$ cat src/lls_pkg.sv
// Shared types and constants for the least-loaded peer selector.
package lls_pkg;

  // Field widths fixed by the item format
  localparam int OP_W   = 2;
  localparam int PEER_W = 10;

  // Operation codes carried in op
  localparam logic [OP_W-1:0] OP_OFFER   = 2'd0;
  localparam logic [OP_W-1:0] OP_RELEASE = 2'd1;
  localparam logic [OP_W-1:0] OP_CLEAR   = 2'd2;
  localparam logic [OP_W-1:0] OP_END     = 2'd3;

  // Sequencer states
  typedef enum logic [1:0] {
    ST_IDLE,
    ST_SCAN,
    ST_ACT
  } lls_state_t;

endpackage

$ cat src/lls_table.sv
// Peer table memory: one write port, one read port with registered data.
module lls_table #(
  parameter int TABLE_DEPTH = 64,
  parameter int LOAD_BITS   = 16
) (
  input  logic                              clk,
  input  logic                              rd_en,
  input  logic [$clog2(TABLE_DEPTH)-1:0]    rd_addr,
  output logic [lls_pkg::PEER_W-1:0]        rd_peer,
  output logic [LOAD_BITS-1:0]              rd_load,
  input  logic                              wr_en,
  input  logic [$clog2(TABLE_DEPTH)-1:0]    wr_addr,
  input  logic [lls_pkg::PEER_W-1:0]        wr_peer,
  input  logic [LOAD_BITS-1:0]              wr_load
);
  import lls_pkg::*;

  localparam int WORD_W = PEER_W + LOAD_BITS;

  logic [WORD_W-1:0] mem [TABLE_DEPTH];
  logic [WORD_W-1:0] rd_word;

  // Write port
  always_ff @(posedge clk) begin
    if (wr_en) begin
      mem[wr_addr] <= {wr_peer, wr_load};
    end
  end

  // Read port, registered data
  always_ff @(posedge clk) begin
    if (rd_en) begin
      rd_word <= mem[rd_addr];
    end
  end

  assign rd_peer = rd_word[WORD_W-1:LOAD_BITS];
  assign rd_load = rd_word[LOAD_BITS-1:0];

endmodule

$ cat src/lls_ctrl.sv
// Sequencer: table walk, read-modify-write of loads, list tracking, result register.
module lls_ctrl #(
  parameter int TABLE_DEPTH = 64,
  parameter int LOAD_BITS   = 16
) (
  input  logic                              clk,
  input  logic                              rst,
  input  logic                              item_valid,
  output logic                              item_stall,
  input  logic [lls_pkg::OP_W-1:0]          op,
  input  logic [lls_pkg::PEER_W-1:0]        peer_id,
  output logic                              result_valid,
  input  logic                              result_stall,
  output logic [lls_pkg::PEER_W-1:0]        sel_peer,
  output logic                              chosen_valid,
  output logic                              table_overflow,
  output logic                              rd_en,
  output logic [$clog2(TABLE_DEPTH)-1:0]    rd_addr,
  input  logic [lls_pkg::PEER_W-1:0]        rd_peer,
  input  logic [LOAD_BITS-1:0]              rd_load,
  output logic                              wr_en,
  output logic [$clog2(TABLE_DEPTH)-1:0]    wr_addr,
  output logic [lls_pkg::PEER_W-1:0]        wr_peer,
  output logic [LOAD_BITS-1:0]              wr_load
);
  import lls_pkg::*;

  localparam int IDX_W = $clog2(TABLE_DEPTH);
  localparam int CNT_W = $clog2(TABLE_DEPTH + 1);
  localparam logic [LOAD_BITS-1:0] LOAD_MAX = {LOAD_BITS{1'b1}};
  localparam logic [CNT_W-1:0] DEPTH_CNT = CNT_W'(TABLE_DEPTH);

  // Control state
  lls_state_t          state, state_next;
  logic [CNT_W-1:0]    entry_count, entry_count_next;
  logic                best_found, best_found_next;
  logic                overflow_seen, overflow_seen_next;
  logic [LOAD_BITS-1:0] best_load, best_load_next;
  logic [PEER_W-1:0]   best_peer, best_peer_next;
  logic                result_valid_next;

  // Per-item working registers
  logic [OP_W-1:0]     op_q, op_q_next;
  logic [PEER_W-1:0]   key, key_next;
  logic [CNT_W-1:0]    scan_idx, scan_idx_next;
  logic                cmp_valid, cmp_valid_next;
  logic [IDX_W-1:0]    cmp_idx, cmp_idx_next;
  logic                hit, hit_next;
  logic [IDX_W-1:0]    hit_idx, hit_idx_next;
  logic [LOAD_BITS-1:0] hit_load, hit_load_next;

  // Result payload
  logic [PEER_W-1:0]   sel_peer_next;
  logic                chosen_valid_next;
  logic                table_overflow_next;

  // Offer evaluation
  logic                cand_ok;
  logic [LOAD_BITS-1:0] cand_load;
  logic                issue;

  assign item_stall = (state != ST_IDLE);

  // Next state and datapath
  always_comb begin
    state_next          = state;
    entry_count_next    = entry_count;
    best_found_next     = best_found;
    overflow_seen_next  = overflow_seen;
    best_load_next      = best_load;
    best_peer_next      = best_peer;
    result_valid_next   = result_valid && result_stall;
    op_q_next           = op_q;
    key_next            = key;
    scan_idx_next       = scan_idx;
    cmp_valid_next      = 1'b0;
    cmp_idx_next        = cmp_idx;
    hit_next            = hit;
    hit_idx_next        = hit_idx;
    hit_load_next       = hit_load;
    sel_peer_next       = sel_peer;
    chosen_valid_next   = chosen_valid;
    table_overflow_next = table_overflow;
    cand_ok             = 1'b0;
    cand_load           = '0;
    issue               = 1'b0;
    rd_en               = 1'b0;
    rd_addr             = scan_idx[IDX_W-1:0];
    wr_en               = 1'b0;
    wr_addr             = hit_idx;
    wr_peer             = key;
    wr_load             = '0;

    case (state)
      ST_IDLE: begin
        if (item_valid) begin
          if (op == OP_CLEAR) begin
            entry_count_next = '0;
          end else begin
            op_q_next     = op;
            key_next      = (op == OP_END) ? best_peer : peer_id;
            scan_idx_next = '0;
            state_next    = ST_SCAN;
          end
        end
      end

      // Walk the table: issue one read per cycle, compare the previous one
      ST_SCAN: begin
        issue = (scan_idx < entry_count);
        if (cmp_valid && (rd_peer == key)) begin
          hit_next      = 1'b1;
          hit_idx_next  = cmp_idx;
          hit_load_next = rd_load;
          state_next    = ST_ACT;
        end else if (!cmp_valid && !issue) begin
          hit_next   = 1'b0;
          state_next = ST_ACT;
        end else begin
          rd_en          = issue;
          cmp_valid_next = issue;
          cmp_idx_next   = scan_idx[IDX_W-1:0];
          if (issue) begin
            scan_idx_next = scan_idx + 1'b1;
          end
        end
      end

      // Modify and write back
      ST_ACT: begin
        case (op_q)
          OP_OFFER: begin
            if (hit) begin
              cand_ok   = 1'b1;
              cand_load = hit_load;
            end else if (entry_count < DEPTH_CNT) begin
              wr_en            = 1'b1;
              wr_addr          = entry_count[IDX_W-1:0];
              wr_load          = '0;
              entry_count_next = entry_count + 1'b1;
              cand_ok          = 1'b1;
            end else begin
              overflow_seen_next = 1'b1;
            end
            // first candidate always kept; ties keep the earlier one
            if (cand_ok && (!best_found || (cand_load < best_load))) begin
              best_found_next = 1'b1;
              best_load_next  = cand_load;
              best_peer_next  = key;
            end
            state_next = ST_IDLE;
          end
          OP_RELEASE: begin
            if (hit && (hit_load != '0)) begin
              wr_en   = 1'b1;
              wr_load = hit_load - 1'b1;
            end
            state_next = ST_IDLE;
          end
          OP_END: begin
            // wait for a free result register
            if (!result_valid || !result_stall) begin
              result_valid_next   = 1'b1;
              sel_peer_next       = best_found ? best_peer : '0;
              chosen_valid_next   = best_found;
              table_overflow_next = overflow_seen;
              if (best_found && hit && (hit_load != LOAD_MAX)) begin
                wr_en   = 1'b1;
                wr_load = hit_load + 1'b1;
              end
              best_found_next    = 1'b0;
              overflow_seen_next = 1'b0;
              best_load_next     = LOAD_MAX;
              best_peer_next     = '0;
              state_next         = ST_IDLE;
            end
          end
          default: begin
            state_next = ST_IDLE;
          end
        endcase
      end

      default: begin
        state_next = ST_IDLE;
      end
    endcase
  end

  // Control registers
  always_ff @(posedge clk) begin
    if (rst) begin
      state         <= ST_IDLE;
      entry_count   <= '0;
      best_found    <= 1'b0;
      overflow_seen <= 1'b0;
      best_load     <= LOAD_MAX;
      best_peer     <= '0;
      result_valid  <= 1'b0;
      cmp_valid     <= 1'b0;
    end else begin
      state         <= state_next;
      entry_count   <= entry_count_next;
      best_found    <= best_found_next;
      overflow_seen <= overflow_seen_next;
      best_load     <= best_load_next;
      best_peer     <= best_peer_next;
      result_valid  <= result_valid_next;
      cmp_valid     <= cmp_valid_next;
    end
  end

  // Payload registers
  always_ff @(posedge clk) begin
    op_q           <= op_q_next;
    key            <= key_next;
    scan_idx       <= scan_idx_next;
    cmp_idx        <= cmp_idx_next;
    hit            <= hit_next;
    hit_idx        <= hit_idx_next;
    hit_load       <= hit_load_next;
    sel_peer       <= sel_peer_next;
    chosen_valid   <= chosen_valid_next;
    table_overflow <= table_overflow_next;
  end

endmodule

$ cat src/least_loaded_peer_selector.sv
// A clear is handled in the idle state; any other item walks the table until its peer is found
// or all filled entries are read (none on an empty table), then acts on the result.
// One item at a time: the next item is accepted when the previous one finishes;
// an end result is registered when its item reaches the action state, and an end
// waits while a stalled result holds the output register.
// Synchronous reset empties the table (fill count to 0) and clears the list state.
module least_loaded_peer_selector #(
  parameter int TABLE_DEPTH = 64,
  parameter int LOAD_BITS   = 16
) (
  input  logic                        clk,
  input  logic                        rst,
  input  logic                        item_valid,
  output logic                        item_stall,
  input  logic [lls_pkg::OP_W-1:0]    op,
  input  logic [lls_pkg::PEER_W-1:0]  peer_id,
  output logic                        result_valid,
  input  logic                        result_stall,
  output logic [lls_pkg::PEER_W-1:0]  sel_peer,
  output logic                        chosen_valid,
  output logic                        table_overflow
);
  import lls_pkg::*;

  localparam int IDX_W = $clog2(TABLE_DEPTH);

  logic                 rd_en;
  logic [IDX_W-1:0]     rd_addr;
  logic [PEER_W-1:0]    rd_peer;
  logic [LOAD_BITS-1:0] rd_load;
  logic                 wr_en;
  logic [IDX_W-1:0]     wr_addr;
  logic [PEER_W-1:0]    wr_peer;
  logic [LOAD_BITS-1:0] wr_load;

  lls_table #(
    .TABLE_DEPTH (TABLE_DEPTH),
    .LOAD_BITS   (LOAD_BITS)
  ) u_table (
    .clk     (clk),
    .rd_en   (rd_en),
    .rd_addr (rd_addr),
    .rd_peer (rd_peer),
    .rd_load (rd_load),
    .wr_en   (wr_en),
    .wr_addr (wr_addr),
    .wr_peer (wr_peer),
    .wr_load (wr_load)
  );

  lls_ctrl #(
    .TABLE_DEPTH (TABLE_DEPTH),
    .LOAD_BITS   (LOAD_BITS)
  ) u_ctrl (
    .clk            (clk),
    .rst            (rst),
    .item_valid     (item_valid),
    .item_stall     (item_stall),
    .op             (op),
    .peer_id        (peer_id),
    .result_valid   (result_valid),
    .result_stall   (result_stall),
    .sel_peer       (sel_peer),
    .chosen_valid   (chosen_valid),
    .table_overflow (table_overflow),
    .rd_en          (rd_en),
    .rd_addr        (rd_addr),
    .rd_peer        (rd_peer),
    .rd_load        (rd_load),
    .wr_en          (wr_en),
    .wr_addr        (wr_addr),
    .wr_peer        (wr_peer),
    .wr_load        (wr_load)
  );

endmodule

$ cat config.mk
export PLATFORM = sky130hd
export DESIGN_NAME = least_loaded_peer_selector
export DESIGN_NICKNAME = d
export VERILOG_FILES = /design/src/lls_pkg.sv /design/src/lls_table.sv /design/src/lls_ctrl.sv /design/src/least_loaded_peer_selector.sv
export SDC_FILE = /design/constraint.sdc
export NUM_CORES = 2
export LEC_CHECK = 0
export BUFFER_PORTS_ARGS = -buffer_cell sky130_fd_sc_hd__buf_2
export CORE_AREA = 2 2 444 402
export CTS_CLUSTER_DIAMETER = 100
export DETAILED_ROUTE_END_ITERATION = 10
export DIE_AREA = 0 0 446 404
export PLACE_DENSITY_LB_ADDON = 0.15
export SYNTH_ARGS = -nofsm -noshare
export SYNTH_HDL_FRONTEND = slang
export SYNTH_HIERARCHICAL = 1
export SYNTH_SLANG_ARGS = --single-unit
$ cat constraint.sdc
create_clock -name clk -period 8.1 [get_ports clk]
set_input_delay 1.62 -clock clk [delete_from_list [all_inputs] [get_ports clk]]
set_output_delay 1.62 -clock clk [all_outputs]
set_load 0.02 [all_outputs]
==> out/qor.txt <==
Chip Height = 404 um
CP endpoint kind = register
Std cell rows = 146
Syn avg cell area = 20.8 um^2
Area Growth Syn to Fin = 13.7%
Run status = complete, no violations
Slowest CP cell = nor2_2
Post-CTS Setup Inserts = 0
Syn Inst Count = 3360
Port bufs = 29
Clock Latency Late Sink = 800 ps
Met2 GRT Util = 0.308
Crit path cell chain = buf_2 -> nand2_1 -> nand3_1 -> a31oi_1 -> buf_4 -> nor2_1 -> a21oi_1 -> buf_4 -> inv_1 -> or2_1 -> nor2_2 -> buf_4
Seq pwr share = 0.497
CTS buffer count = 187
Hold crit path type = register to register
Overall Power = 20400 uW
CTS H-tree lvls = 4
Worst Path Arrival = 4720 ps
Slack of the worst reg-to-reg path = 3870 ps
Crit-path most repeated cell = buf_4
Final net count = 3569
Post-layout minimum cycle time = 4230 ps
Fmax = 236 MHz
Vias per cell = 5.88
Number of global-route vias before repair = 34500
Root Buffer = clkbuf_16
Inst Count DP = 5632
Startpoint types = input pin
Slew @ Worst Pin = 1290 ps
Min Hold Slack = 417 ps
Core footprint = 175000 um^2
First-pass GRT wire length = 268000 um
Yosys reg bits = 1789
Max_slew headroom = 0.140
Reg2Reg Depth = 8
Sequential-to-total area share from yosys stat = 0.763
Final core occ = 0.453
Post-Synthesis Net Count = 3402
GRT overflow = 0
Switching part of the total = 0.230
GP Congestion = 0.912
Initial antenna violation count = 13
Setup TNS = 0 ps
DIE WIDTH = 446 um
CP delay by family, top = simple AND/OR/NAND/NOR gates
Max-cap violations = 0
Hold depth = 0
Router iterations before antenna repair = 6
Worst-case clock skew = 32.1 ps
Initial drt markers = 4642
CP max FO = 14
# IOs = 30
Share of cells above drive strength 1 = 0.273
Syn. warnings = 6
Pin count of the biggest net entering global routing = 101
Power Dens Cells = 257 nW/um^2
Detail Route Antenna Nets = 0
Reg2Reg Capture Point = u_table/mem[10][16]$_DFFE_PP_
Gr usage total = 0.212
P_sw = 4710 uW
Post-Synthesis Cell Area = 69900 um^2
Library cells used by synthesis = 76
CTS Hold Bufs = 0
Endpoints failing hold = 0
WP buf/inv = 5
Clock-pin slew on the worst setup and hold paths = 60 ps
Dpl hpwl = 117000 um
Slew Limit Fails = 0
Share of the synthesized area in the top cell type = 0.752
Max IR drop VDD = 153 uV
Met3 usage = 0.0435
Combinational share of power = 0.084
Final WL = 192000 um
FF-to-FF Start = u_ctrl/op_q[1]$_DFFE_PP_
Vias = 35200
Post-CTS sizing = 0
WL/cell = 32.1 um
Fill cell total of the finished layout = 14600
Final setup vio count = 0
Ys flop type = edfxtp_1
Starting Density = 0.398
Required @ worst endpoint = 8580 ps
Period utilization = 0.523
Post-synth top area cell = edfxtp_1
Crit-path max cell delay = 830 ps
Non-Filler Instances = 5982
Hold wc startpoint = u_ctrl/cmp_idx[0]$_DFFE_PP_
GR peak layer = met1
CTS tree = done
Clk sinks = 1789
DRC = 0
Clock share of power = 0.419
Hold Path Sink = u_ctrl/hit_idx[0]$_DFFE_PP_
Max Root-Sink Buffers = 3
RSZ-0062 raised after global routing = no
M1 GR Usage = 0.323
EDFF count, synth = 1750
Largest cells by area after synthesis = edfxtp_1 75%, mux4_2 12%, mux2i_1 1.5%
LEAKAGE = 0.0229 uW
Internal = 15700 uW
Ys async rst share = 0
Die Area = 180000 um^2
Crit path kind = input pin to register
==> sequential cells by signal, indices dropped and copies added, names as in the netlist <==
register	flops
u_table/mem	1664
u_table/rd_word	26
u_ctrl/best_load	16
u_ctrl/hit_load	16
u_ctrl/best_peer	10
u_ctrl/sel_peer	10
u_ctrl/wr_peer	10
u_ctrl/entry_count	7
u_ctrl/scan_idx	7
u_ctrl/cmp_idx	6
u_ctrl/hit_idx	6
u_ctrl/op_q	2
u_ctrl/state	2
u_ctrl/best_found	1
u_ctrl/chosen_valid	1
u_ctrl/cmp_valid	1
u_ctrl/hit	1
u_ctrl/overflow_seen	1
u_ctrl/result_valid	1
u_ctrl/table_overflow	1
==> layout make-up <==
class                      instances  area (um^2)  share of cell area
tap                             2294         2870              0.0362
antenna                            2         5.00           0.0000630
clock buffer                     226         4900              0.0617
inverter                          45          169             0.00213
timing repair buffer             170         1270              0.0159
multi-input combinational       1334        15600               0.196
sequential                      1789        53300               0.672
clock inverter                   122         1260              0.0159
==> layer usage <==
layer  wire [um]  up-vias
met1       84400    18900
met4        5490        0
met2       84700     1672
li1            -    14400
met3       17200      255
met5           0        -
==> kinds of logic (layout without fill, tap and decap cells) <==
logic type                 Yosys count  after routing  synth area share
muxes                              546            546             0.148
and+or+nand+nor                    393            393            0.0280
DFF                               1789           1789             0.763
xor gates and xnor gates            19             19           0.00238
AOI/OAI and AO/OA                  350            350            0.0356
other                                0              2                 0
buffers and inverters              237            563            0.0174
adders and majority gates           26             26           0.00466
==> Yosys cell counts (4+ instances only) <==
cell type and count:
edfxtp_1 1750, mux4_2 386, nor2_1 125, mux2i_1 102, nand2_1 76, clkbuf_1 74
o22ai_1 61, a221oi_1 60, mux2_2 58, buf_2 50, a21oi_1 46, inv_1 44
nand3_1 42, dfxtp_1 39, o21ai_0 38, buf_4 36, a22oi_1 33, and2_1 31
ha_1 26, and3_1 25, a31oi_1 22, o21a_1 18, or3_1 17, xnor2_1 17
buf_1 15, o32a_1 15, buf_6 14, nor3_1 12, nand4_1 10, nor2b_1 10
o2bb2ai_1 10, o21ai_1 9, nand2b_1 8, or2_2 8, nand3b_1 5, nor4_1 5
or3b_2 5, a221o_1 4
==> placed cells by master (no fill, tap or decap), types with 17 or more instances in the layout <==
| cell | count |
|---|---|
| mux2i_1 | 102 |
| bufinv_16 | 21 |
| inv_1 | 42 |
| clkinv_2 | 31 |
| or3_1 | 17 |
| a31oi_1 | 22 |
| edfxtp_1 | 1750 |
| nor2_2 | 67 |
| nand2_1 | 76 |
| ha_1 | 26 |
| and2_1 | 31 |
| a22oi_1 | 33 |
| clkinv_1 | 42 |
| mux4_2 | 386 |
| buf_2 | 29 |
| a221oi_1 | 60 |
| o22ai_1 | 61 |
| dfxtp_1 | 39 |
| xnor2_1 | 17 |
| a21oi_1 | 44 |
| o21ai_0 | 38 |
| buf_4 | 136 |
| o21a_1 | 17 |
| nand3_1 | 42 |
| nor2_1 | 55 |
| and3_1 | 23 |
| clkbuf_1 | 34 |
| clkbuf_16 | 189 |
| mux2_2 | 58 |
==> power groups by stage <==
stage	logic, uW	clock network, uW	registers (uW)
after floorplan	1050	0	10400
after global placement	1700	0	10400
after detailed placement	1710	0	10400
after CTS	1720	8730	10200
after global routing	1790	9100	10200
final	1710	8560	10200
==> through the flow <==
stage | instance area (um^2) | setup WS [ps]
floorplan | 69900 | 2160
global placement | 73200 | 3080
detailed placement | 73200 | 3090
CTS | 79400 | 3920
global route | 79400 | 3660
finish | 79400 | 3870
==> how the worst max path moves through the flow <==
| stage | start | end | slack, ps | cells past startpoint |
|---|---|---|---|---|
| 2_1_floorplan | result_stall | u_table/mem[0][11]$_DFFE_PP_ | 2160 | 7 |
| 3_3_place_gp | result_stall | u_table/mem[5][0]$_DFFE_PP_ | 3080 | 12 |
| 3_5_place_dp | result_stall | u_table/mem[5][25]$_DFFE_PP_ | 3090 | 12 |
| 4_1_cts | u_ctrl/op_q[1]$_DFFE_PP_ | u_table/mem[5][0]$_DFFE_PP_ | 3920 | 8 |
| 5_1_grt | u_ctrl/scan_idx[0]$_SDFFCE_PN0P_ | u_table/rd_word[24]$_DFFE_PP_ | 3660 | 7 |
| 6_report | result_stall | u_table/mem[5][0]$_DFFE_PP_ | 3870 | 12 |
No activity file was read; power rests on OpenSTA's default activity.
